--- config.mk ---
export PLATFORM = sky130hd
export DESIGN_NAME = serial_mouse_packet_fifo_unit
export DESIGN_NICKNAME = d
export VERILOG_FILES = /design/src/hdl/smpf_pkg.sv /design/src/hdl/smpf_dpath.sv /design/src/hdl/smpf_ctrl.sv /design/src/hdl/serial_mouse_packet_fifo_unit.sv
export SDC_FILE = /design/constraint.sdc
export NUM_CORES = 1
export LEC_CHECK = 0
export ABC_AREA = 0
export BUFFER_PORTS_ARGS = -buffer_cell sky130_fd_sc_hd__buf_2
export CORE_ASPECT_RATIO = 1.25
export CORE_UTILIZATION = 60
export CTS_CLUSTER_DIAMETER = 100
export DETAILED_ROUTE_END_ITERATION = 12
export PLACE_DENSITY = 0.77
export SLEW_MARGIN = 20
export SYNTH_ARGS = -nofsm -noshare
export SYNTH_HDL_FRONTEND = slang
export SYNTH_SLANG_ARGS = --single-unit
--- constraint.sdc ---
create_clock -name clk -period 15.8 [get_ports clk]
set_input_delay 1.58 -clock clk [delete_from_list [all_inputs] [get_ports clk]]
set_output_delay 1.58 -clock clk [all_outputs]
set_load 0.005 [all_outputs]
--- src/hdl/smpf_pkg.sv ---
package smpf_pkg;

  // Default queue depth in bytes
  localparam int FIFO_DEPTH_DEF = 128;

  // Stream widths
  localparam int IN_TDATA_W  = 32;
  localparam int IN_TUSER_W  = 2;
  localparam int OUT_TDATA_W = 24;

  // Input item commands
  typedef logic [IN_TUSER_W-1:0] cmd_code_t;
  localparam cmd_code_t CMD_MOUSE = 2'd0;
  localparam cmd_code_t CMD_TICK  = 2'd1;
  localparam cmd_code_t CMD_REGWR = 2'd2;

  // UART register constants
  localparam logic [2:0] REG_MCR        = 3'd4;
  localparam int         MCR_DETECT_BIT = 1;

  // Packet constants
  localparam logic [7:0] PKT_HDR_BASE = 8'h40;
  localparam logic [7:0] PKT_DY_SIGN  = 8'h0C;
  localparam logic [7:0] PKT_DX_SIGN  = 8'h03;
  localparam logic [7:0] PKT_LOW_MASK = 8'h3F;
  localparam logic [7:0] DETECT_BYTE  = 8'h4D;

  // Byte source for a push
  typedef logic [1:0] bsel_t;
  localparam bsel_t BSEL_HDR = 2'd0;
  localparam bsel_t BSEL_DX  = 2'd1;
  localparam bsel_t BSEL_DY  = 2'd2;
  localparam bsel_t BSEL_DET = 2'd3;

  // Controller to datapath commands
  typedef struct packed {
    logic  load;
    logic  clear;
    logic  push;
    logic  pop;
    logic  drop;
    logic  finish;
    bsel_t bsel;
  } smpf_cmd_t;

  // Datapath to controller status
  typedef struct packed {
    cmd_code_t item_cmd;
    logic      detect;
    logic      full;
    logic      empty;
    logic      idle;
    logic      sent;
    logic      out_free;
  } smpf_stat_t;

endpackage

--- src/hdl/smpf_dpath.sv ---
module smpf_dpath #(
  parameter int FIFO_DEPTH = smpf_pkg::FIFO_DEPTH_DEF
) (
  input  logic                               clk,
  input  logic                               rst_n,
  input  smpf_pkg::smpf_cmd_t                cmd,
  output smpf_pkg::smpf_stat_t               stat,
  input  logic [smpf_pkg::IN_TDATA_W-1:0]    in_tdata,
  input  logic [smpf_pkg::IN_TUSER_W-1:0]    in_tuser,
  output logic                               out_tvalid,
  input  logic                               out_tready,
  output logic [smpf_pkg::OUT_TDATA_W-1:0]   out_tdata
);
  import smpf_pkg::*;

  localparam int ADDR_W = $clog2(FIFO_DEPTH);
  localparam int CNT_W  = $clog2(FIFO_DEPTH + 1);
  localparam int SUM_W  = CNT_W + 1;

  // Captured item
  cmd_code_t         cmd_r;
  logic signed [6:0] dx_r;
  logic signed [6:0] dy_r;
  logic [1:0]        btn_r;
  logic [2:0]        reg_r;
  logic [7:0]        mcr_r;
  logic              idle_r;

  // Queue state
  logic [7:0]        mem [FIFO_DEPTH];
  logic [ADDR_W-1:0] head_r, head_nxt;
  logic [CNT_W-1:0]  count_r, count_nxt;
  logic [7:0]        rd_data_r;
  logic              sent_r;
  logic              dropped_r;

  // Output register
  logic                   out_valid_r;
  logic [OUT_TDATA_W-1:0] out_data_r;

  logic [SUM_W-1:0]  wr_sum;
  logic [SUM_W-1:0]  wr_sum_wrap;
  logic [ADDR_W-1:0] wr_addr;
  logic [7:0]        push_byte;
  logic [7:0]        hdr_byte;
  logic              full;

  assign full = (count_r == CNT_W'(FIFO_DEPTH));

  // Capture the accepted item
  always_ff @(posedge clk) begin
    if (cmd.load) begin
      cmd_r  <= in_tuser;
      dx_r   <= in_tdata[6:0];
      dy_r   <= in_tdata[13:7];
      btn_r  <= in_tdata[15:14];
      reg_r  <= in_tdata[18:16];
      mcr_r  <= in_tdata[26:19];
      idle_r <= in_tdata[27];
    end
  end

  // Build the byte to push
  always_comb begin
    hdr_byte = PKT_HDR_BASE | {2'b00, btn_r, 4'b0000};
    if (dy_r[6]) hdr_byte = hdr_byte | PKT_DY_SIGN;
    if (dx_r[6]) hdr_byte = hdr_byte | PKT_DX_SIGN;
    case (cmd.bsel)
      BSEL_HDR: push_byte = hdr_byte;
      BSEL_DX:  push_byte = {1'b0, dx_r} & PKT_LOW_MASK;
      BSEL_DY:  push_byte = {1'b0, dy_r} & PKT_LOW_MASK;
      default:  push_byte = DETECT_BYTE;
    endcase
  end

  // Tail address: head plus count, wrapped once
  always_comb begin
    wr_sum      = SUM_W'(head_r) + SUM_W'(count_r);
    wr_sum_wrap = (wr_sum >= SUM_W'(FIFO_DEPTH)) ? (wr_sum - SUM_W'(FIFO_DEPTH)) : wr_sum;
    wr_addr     = wr_sum_wrap[ADDR_W-1:0];
  end

  // Byte memory, one write and one registered read
  always_ff @(posedge clk) begin
    if (cmd.push) begin
      mem[wr_addr] <= push_byte;
    end
    if (cmd.pop) begin
      rd_data_r <= mem[head_r];
    end
  end

  // Advance head and count
  always_comb begin
    head_nxt  = head_r;
    count_nxt = count_r;
    if (cmd.clear) begin
      head_nxt  = '0;
      count_nxt = '0;
    end else if (cmd.push) begin
      count_nxt = count_r + 1'b1;
    end else if (cmd.pop) begin
      count_nxt = count_r - 1'b1;
      head_nxt  = (head_r == ADDR_W'(FIFO_DEPTH - 1)) ? '0 : head_r + 1'b1;
    end
  end

  always_ff @(posedge clk) begin
    if (!rst_n) begin
      head_r    <= '0;
      count_r   <= '0;
      sent_r    <= 1'b0;
      dropped_r <= 1'b0;
    end else begin
      head_r  <= head_nxt;
      count_r <= count_nxt;
      if (cmd.load) begin
        sent_r    <= 1'b0;
        dropped_r <= 1'b0;
      end else begin
        if (cmd.pop)  sent_r    <= 1'b1;
        if (cmd.drop) dropped_r <= 1'b1;
      end
    end
  end

  // Hold the result until the transaction completes
  always_ff @(posedge clk) begin
    if (!rst_n) begin
      out_valid_r <= 1'b0;
    end else if (cmd.finish) begin
      out_valid_r <= 1'b1;
    end else if (out_tready) begin
      out_valid_r <= 1'b0;
    end
  end

  always_ff @(posedge clk) begin
    if (cmd.finish) begin
      out_data_r <= {6'b000000, 8'(count_r), dropped_r,
                     (sent_r ? rd_data_r : 8'h00), sent_r};
    end
  end

  assign out_tvalid = out_valid_r;
  assign out_tdata  = out_data_r;

  // Status to the controller
  always_comb begin
    stat.item_cmd = cmd_r;
    stat.detect   = (reg_r == REG_MCR) && mcr_r[MCR_DETECT_BIT];
    stat.full     = full;
    stat.empty    = (count_r == '0);
    stat.idle     = idle_r;
    stat.sent     = sent_r;
    stat.out_free = !out_valid_r || out_tready;
  end

  a_count_bound: assert property (@(posedge clk) disable iff (!rst_n)
    count_r <= CNT_W'(FIFO_DEPTH))
    else $error("fill count above depth");

  a_push_room: assert property (@(posedge clk) disable iff (!rst_n)
    cmd.push |-> !full)
    else $error("push into full queue");

  a_pop_data: assert property (@(posedge clk) disable iff (!rst_n)
    cmd.pop |-> (count_r != '0))
    else $error("pop from empty queue");

  a_finish_free: assert property (@(posedge clk) disable iff (!rst_n)
    cmd.finish |-> (!out_valid_r || out_tready))
    else $error("result overwritten before transaction");

endmodule

--- src/hdl/smpf_ctrl.sv ---
module smpf_ctrl (
  input  logic                 clk,
  input  logic                 rst_n,
  input  logic                 in_tvalid,
  output logic                 in_tready,
  input  smpf_pkg::smpf_stat_t stat,
  output smpf_pkg::smpf_cmd_t  cmd
);
  import smpf_pkg::*;

  localparam logic [2:0] S_IDLE   = 3'd0;
  localparam logic [2:0] S_DECODE = 3'd1;
  localparam logic [2:0] S_CLEAR  = 3'd2;
  localparam logic [2:0] S_PUSH   = 3'd3;
  localparam logic [2:0] S_POP    = 3'd4;
  localparam logic [2:0] S_DONE   = 3'd5;

  localparam logic [1:0] MODE_PKT  = 2'd0;
  localparam logic [1:0] MODE_TICK = 2'd1;
  localparam logic [1:0] MODE_DET  = 2'd2;

  localparam logic [1:0] IDX_LAST = 2'd2;

  logic [2:0] state_r, state_nxt;
  logic [1:0] idx_r, idx_nxt;
  logic [1:0] mode_r, mode_nxt;
  logic       last_byte;

  assign in_tready = (state_r == S_IDLE);
  assign last_byte = (mode_r != MODE_PKT) || (idx_r == IDX_LAST);

  // Sequence one item through decode, clear, push, pop and result steps
  always_comb begin
    cmd       = '0;
    state_nxt = state_r;
    idx_nxt   = idx_r;
    mode_nxt  = mode_r;
    if (mode_r == MODE_DET) begin
      cmd.bsel = BSEL_DET;
    end else begin
      case (idx_r)
        2'd0:    cmd.bsel = BSEL_HDR;
        2'd1:    cmd.bsel = BSEL_DX;
        default: cmd.bsel = BSEL_DY;
      endcase
    end
    unique case (state_r)
      S_IDLE: begin
        if (in_tvalid) begin
          cmd.load  = 1'b1;
          state_nxt = S_DECODE;
        end
      end
      S_DECODE: begin
        idx_nxt = '0;
        case (stat.item_cmd)
          CMD_MOUSE: begin
            mode_nxt  = MODE_PKT;
            state_nxt = S_PUSH;
          end
          CMD_TICK: begin
            mode_nxt  = MODE_TICK;
            state_nxt = stat.empty ? S_DONE : S_POP;
          end
          CMD_REGWR: begin
            mode_nxt  = MODE_DET;
            state_nxt = stat.detect ? S_CLEAR : S_DONE;
          end
          default: state_nxt = S_DONE;
        endcase
      end
      S_CLEAR: begin
        cmd.clear = 1'b1;
        state_nxt = S_PUSH;
      end
      S_PUSH: begin
        if (stat.full) begin
          cmd.drop  = 1'b1;
          state_nxt = S_DONE;
        end else begin
          cmd.push = 1'b1;
          if (stat.idle && !stat.sent) begin
            state_nxt = S_POP;
          end else if (last_byte) begin
            state_nxt = S_DONE;
          end else begin
            idx_nxt = idx_r + 1'b1;
          end
        end
      end
      S_POP: begin
        cmd.pop = 1'b1;
        if (last_byte) begin
          state_nxt = S_DONE;
        end else begin
          idx_nxt   = idx_r + 1'b1;
          state_nxt = S_PUSH;
        end
      end
      S_DONE: begin
        if (stat.out_free) begin
          cmd.finish = 1'b1;
          state_nxt  = S_IDLE;
        end
      end
      default: state_nxt = S_IDLE;
    endcase
  end

  always_ff @(posedge clk) begin
    if (!rst_n) begin
      state_r <= S_IDLE;
      idx_r   <= '0;
      mode_r  <= MODE_PKT;
    end else begin
      state_r <= state_nxt;
      idx_r   <= idx_nxt;
      mode_r  <= mode_nxt;
    end
  end

  a_pop_once: assert property (@(posedge clk) disable iff (!rst_n)
    cmd.pop |-> !stat.sent)
    else $error("second byte sent in one item");

  a_load_idle: assert property (@(posedge clk) disable iff (!rst_n)
    cmd.load |=> (state_r == S_DECODE))
    else $error("load did not start decode");

  a_idx_range: assert property (@(posedge clk) disable iff (!rst_n)
    idx_r <= IDX_LAST)
    else $error("packet byte index out of range");

endmodule

--- src/hdl/serial_mouse_packet_fifo_unit.sv ---
// Serial mouse packet encoder with transmit byte queue.
//
// Input stream (in_*): one transaction per event. in_tuser selects the
// command: mouse event, transmitter ready tick or UART register write.
// Output stream (out_*): exactly one result per input transaction, giving
// the byte handed to the transmitter (if any), the drop flag for a packet
// that found the queue full, and the fill level after the event.
//
// A mouse event takes a decode step, one push step per byte (stopping with a
// drop when the queue is full), a send step after the first push when the
// transmitter is idle, and the result step; a ready tick takes decode, one
// read of the byte memory when the queue is not empty, and the result step.
// The single write port of the byte memory sets the pace of a packet;
// items are taken one at a time.
// A new transaction is taken once the previous one is in the output
// register, so the next item may overlap a stalled result.
//
// Reset clears the queue pointers and the output valid; the byte memory
// is not cleared. When the receiver stalls, the result holds in the
// output register and the controller waits before finishing the next item.
module serial_mouse_packet_fifo_unit #(
  parameter int FIFO_DEPTH = smpf_pkg::FIFO_DEPTH_DEF
) (
  input  logic                             clk,
  input  logic                             rst_n,
  input  logic                             in_tvalid,
  output logic                             in_tready,
  // dx[6:0], dy[13:7], buttons[15:14], reg_index[18:16],
  // modem_control[26:19], uart_idle[27], zero fill above
  input  logic [smpf_pkg::IN_TDATA_W-1:0]  in_tdata,
  // command[1:0]
  input  logic [smpf_pkg::IN_TUSER_W-1:0]  in_tuser,
  output logic                             out_tvalid,
  input  logic                             out_tready,
  // tx_valid[0], tx_byte[8:1], dropped[9], fill_level[17:10], zero fill above
  output logic [smpf_pkg::OUT_TDATA_W-1:0] out_tdata
);
  import smpf_pkg::*;

  smpf_cmd_t  cmd;
  smpf_stat_t stat;

  smpf_ctrl u_ctrl (
    .clk       (clk),
    .rst_n     (rst_n),
    .in_tvalid (in_tvalid),
    .in_tready (in_tready),
    .stat      (stat),
    .cmd       (cmd)
  );

  smpf_dpath #(
    .FIFO_DEPTH (FIFO_DEPTH)
  ) u_dpath (
    .clk        (clk),
    .rst_n      (rst_n),
    .cmd        (cmd),
    .stat       (stat),
    .in_tdata   (in_tdata),
    .in_tuser   (in_tuser),
    .out_tvalid (out_tvalid),
    .out_tready (out_tready),
    .out_tdata  (out_tdata)
  );

endmodule

==> summary.md <==
| Metric | Value |
|---|---|
| Largest driver fanout on the critical path | `between 100 and 150` |
| Setup clock skew after layout | `18.7 ps` |
| Sequential cell area fraction in the yosys report | `between 70% and 80%` |
| Largest net degree at the start of global routing | `116` |
| Via count of the first global-routing pass | `20,100` |
| Run status | `complete, no violations` |
| Deepest clock path buffer count | `3` |
| Post-layout worst setup margin | `11,110 ps` |
| Core region area | `63,300 um2` |
| Die height | `285 um` |
| Arr. time, crit path | `between 5000 and 6000 ps` |
| Count of different cell masters after synthesis | `76` |
| Leading cell types by total area after synthesis | `sky130_fd_sc_hd__edfxtp_1 74%, sky130_fd_sc_hd__mux4_2 10%, sky130_fd_sc_hd__mux2i_1 2.8%` |
| Cell area after synthesis | `between 30,000 and 40,000 um2` |
| Part of the cycle the worst path needs | `29.7%` |
| Largest area contributor in the netlist | `sky130_fd_sc_hd__edfxtp_1` |
| Relative area change from synthesis to final layout | `9.97%` |
| Buffers inserted during post-CTS setup optimization | `0` |
| R2r setup slk | `11,110 ps` |
| Final Wtd Congestion | `0.886` |
| Post-detailed-route via-to-cell ratio | `6.66` |
| Post-CTS clock slew at the launch and capture registers of the worst setup and hold paths | `70 ps` |
| Post-DR wirelength/cell | `29.6 um` |
| TritonCTS buffer count | `86` |
| Switching portion of total power | `approximately 28%` |
| Syn Area/Cell | `19.0 um2` |
| Number of cells on the worst hold path | `0` |
| Power density over cell area | `162 nW/um2` |
| Path depth of the worst reg2reg path | `9` |
| Max-slew violations | `0` |
| Place WS | `11,060 ps` |
| Min-delay worst type | `reg -> reg` |
| I/O Pins | `64` |
| Filler cells | `3,904` |
| Cell with the most instances after synthesis | `sky130_fd_sc_hd__edfxtp_1` |
| Pint | `4970 uW` |
| Starting density of the core | `60.9%` |
| TritonCTS clock tree | `yes` |
| Max Clk Rate | `0.213 GHz` |
| Number of antenna violations at the first check in global routing | `1` |
| Kind of start point of the critical path | `flop` |
| Worst-case vdd ir drop | `approximately 170 uV` |
| Final global-route overflow total | `0` |
| TNS Setup | `0 ps` |
| Global-route usage over all layers | `27.7%` |
| Min Tclk post-route | `4690 ps` |
| Tightest Pin Transition | `between 1000 and 1500 ps` |
| Final hold violation count | `0` |
| Total of max-cap violations | `0` |
| Synthesis-stage register bit count | `slightly below 1,000` |
| Post-synth top cells | `943 x sky130_fd_sc_hd__edfxtp_1, 179 x sky130_fd_sc_hd__nor2_1, 174 x sky130_fd_sc_hd__mux4_2, 108 x sky130_fd_sc_hd__mux2i_1, 69 x sky130_fd_sc_hd__nand2_1` |
| Setup repair after global routing missed its margin | `no` |
| Die width | `229 um` |
| Post-layout power | `6860 uW` |
| FF-to-FF Start | `u_dpath.head_r[0]$_SDFFE_PP0P_` |
| Clock Latency Late Sink | `640 ps` |
| EDFF count, synth | `between 900 and 1,000` |
| Total number of yosys warnings | `0` |
| Async S/R FF share, synth | `0%` |
| Crit end category | `flop` |
| Final std cells w/o fill | `between 2,000 and 3,000` |
| CTS sink count | `968` |
| Portion of total power attributed to the clock network | `between 30% and 40%` |
| Power share of the sequential group | `around 51%` |
| Drt total wl | `about 89,000 um` |
| Prevailing post-synth register cell | `sky130_fd_sc_hd__edfxtp_1` |
| Floorplan die area | `65,200 um2` |
| Worst slew margin relative to its limit | `23.0%` |
| Routed via count | `20,000` |
| Worst Path Required | `16,140 ps` |
| Reg-to-reg critical path endpoint | `u_dpath.rd_data_r[6]$_DFFE_PN_` |
| Number of instances in the synthesized netlist | `approximately 2,000` |
| Detailed Route Iter0 Violations | `roughly 2,300` |
| Number of design rule violations left after detail routing | `0` |
| FP Rows | `103` |
| Worst Setup EP | `u_dpath.rd_data_r[6]$_DFFE_PN_` |
| Count of port buffers added during placement | `45` |
| First-pass GRT wire length | `~130,000 um` |
| Hold bufs inserted after CTS | `0` |
| Count of nets after finishing | `2,148` |
| CTS root buffer | `sky130_fd_sc_hd__clkbuf_16` |
| Leakage dissipation | `0.0130 uW` |
| NetSw | `roughly 1900 uW` |
| Level count of the clock H-tree | `3` |
| Cells resized by post-CTS repair | `0` |
| Core utilization of the finished layout | `67.0%` |
| TritonRoute pass-1 iters | `5` |
| Post-detailed-placement half-perimeter wirelength | `roughly 52,000 um` |
| Antenna Nets Post-Route | `0` |
| Setup crit start | `u_dpath.head_r[0]$_SDFFE_PP0P_` |
| Start-to-end type of the worst setup path | `reg -> reg` |
| Share of cells above drive strength 1 | `19.5%` |
| Area share of the largest cell type after synthesis | `73.5%` |
| Number of setup violations in the final report | `0` |
| Logic gate share of total power | `18.2%` |
| Inst Count DP | `around 2,800` |
==> state kept, by name (all words and copies together) (netlist names) <==
signal / count
u_dpath.out_tvalid: 1
u_dpath.idle_r: 1
u_dpath.count_r: 8
u_dpath.btn_r: 2
u_dpath.sent_r: 1
u_dpath.dropped_r: 1
u_ctrl.idx_r: 2
u_dpath.head_r: 7
u_dpath.reg_r: 3
u_dpath.mem: 896
u_dpath.rd_data_r: 7
u_dpath.out_tdata: 17
u_dpath.mcr_r: 1
u_dpath.dx_r: 7
u_ctrl.state_r: 3
u_ctrl.mode_r: 2
u_dpath.dy_r: 7
u_dpath.cmd_r: 2
==> cells in the final DEF (no fill, tap or decap), types with 5 or more instances in the layout <==
master | Yosys | layout
sky130_fd_sc_hd__clkinv_2 | 0 | 18
sky130_fd_sc_hd__inv_1 | 12 | 12
sky130_fd_sc_hd__o21ai_0 | 24 | 24
sky130_fd_sc_hd__conb_1 | 1 | 7
sky130_fd_sc_hd__and3_1 | 7 | 7
sky130_fd_sc_hd__a221oi_1 | 10 | 10
sky130_fd_sc_hd__buf_4 | 31 | 30
sky130_fd_sc_hd__xor2_1 | 7 | 7
sky130_fd_sc_hd__mux2i_1 | 108 | 108
sky130_fd_sc_hd__bufinv_16 | 0 | 12
sky130_fd_sc_hd__nand3_1 | 35 | 33
sky130_fd_sc_hd__mux4_2 | 174 | 174
sky130_fd_sc_hd__and2_1 | 14 | 14
sky130_fd_sc_hd__mux4_1 | 5 | 5
sky130_fd_sc_hd__mux2_2 | 11 | 11
sky130_fd_sc_hd__a21oi_1 | 50 | 50
sky130_fd_sc_hd__nor3_1 | 14 | 14
sky130_fd_sc_hd__buf_2 | 35 | 45
sky130_fd_sc_hd__o211ai_1 | 6 | 6
sky130_fd_sc_hd__a211oi_1 | 15 | 15
sky130_fd_sc_hd__nand2b_1 | 9 | 9
sky130_fd_sc_hd__o22ai_1 | 16 | 16
sky130_fd_sc_hd__xnor2_1 | 10 | 10
sky130_fd_sc_hd__nor2_1 | 179 | 176
sky130_fd_sc_hd__clkbuf_1 | 25 | 17
sky130_fd_sc_hd__a31oi_1 | 8 | 8
sky130_fd_sc_hd__dfxtp_1 | 25 | 22
sky130_fd_sc_hd__clkinv_1 | 3 | 17
sky130_fd_sc_hd__ha_1 | 19 | 18
sky130_fd_sc_hd__o221ai_1 | 12 | 12
sky130_fd_sc_hd__clkbuf_16 | 0 | 89
sky130_fd_sc_hd__nand2_1 | 69 | 68
sky130_fd_sc_hd__edfxtp_1 | 943 | 943
sky130_fd_sc_hd__a22oi_1 | 27 | 27
sky130_fd_sc_hd__a2111oi_0 | 9 | 8
sky130_fd_sc_hd__nor2b_1 | 11 | 10
==> cell type report <==
type / instances / area (um2) / share of cell area, %
antenna: 1 / 2.50 / 0.00591
timing repair buffer: 79 / 513 / 1.21
tap: 840 / 1050 / 2.48
clock inverter: 50 / 551 / 1.30
clock buffer: 106 / 2290 / 5.41
multi-input combinational: 937 / 9060 / 21.4
sequential: 968 / 28800 / 68.0
inverter: 17 / 63.8 / 0.151
==> critical path: stages, from the launching register on <==
cell and delay, ps:
sky130_fd_sc_hd__dfxtp_4 360, sky130_fd_sc_hd__buf_12 630, sky130_fd_sc_hd__buf_4 830, sky130_fd_sc_hd__buf_4 710, sky130_fd_sc_hd__mux4_2 600, sky130_fd_sc_hd__mux2i_1 270
sky130_fd_sc_hd__nor2_1 70, sky130_fd_sc_hd__a2111oi_0 400, sky130_fd_sc_hd__a211o_1 280, sky130_fd_sc_hd__a32oi_1 140
==> per-stage QoR <==
stage | hold slack [ps] | cell area, um2
floorplan | 409 | 38500
global placement | 428 | 39500
detailed placement | 434 | 39500
CTS | 451 | 42300
global route | 473 | 42400
finish | 458 | 42400
==> logic make-up after synthesis <==
| group | Yosys count | synth area share (%) |
|---|---|---|
| AOI/OAI and AO/OA | 228 | 4.20 |
| DFF | 968 | 74.8 |
| buffers and inverters | 124 | 1.94 |
| adders and majority gates | 21 | 0.721 |
| and+or+nand+nor | 366 | 4.29 |
| other | 1 | 0.00973 |
| xor gates and xnor gates | 17 | 0.386 |
| muxes | 298 | 13.6 |
==> power groups by stage <==
stage	clock, uW	combinational, uW	sequential [uW]
2_1_floorplan	0	758	3580
3_3_place_gp	0	1160	3530
3_5_place_dp	0	1230	3540
4_1_cts	2140	1230	3490
5_1_grt	2240	1330	3490
6_report	2130	1250	3480
==> layer usage <==
layer	global-route usage [%]	part of all wire [%]
met1	36.8	37
met2	45.1	49
met3	4.57	8.5
met4	13.6	4.7
met5	0	0.012
==> worst min-delay path by stage <==
| stage | from | slack (ps) | endpoint |
|---|---|---|---|
| after global placement | u_dpath.dropped_r$_SDFFE_PP0P_ | 430 | u_dpath.out_tdata[9]$_DFFE_PP_ |
| after CTS | u_dpath.dropped_r$_SDFFE_PP0P_ | 450 | u_dpath.out_tdata[9]$_DFFE_PP_ |
| after global routing | u_dpath.dropped_r$_SDFFE_PP0P_ | 470 | u_dpath.out_tdata[9]$_DFFE_PP_ |
| after floorplan | u_dpath.dropped_r$_SDFFE_PP0P_ | 410 | u_dpath.out_tdata[9]$_DFFE_PP_ |
| final | u_dpath.dropped_r$_SDFFE_PP0P_ | 460 | u_dpath.out_tdata[9]$_DFFE_PP_ |
| after detailed placement | u_dpath.dropped_r$_SDFFE_PP0P_ | 430 | u_dpath.out_tdata[9]$_DFFE_PP_ |
(Power assumes the default switching activity.)
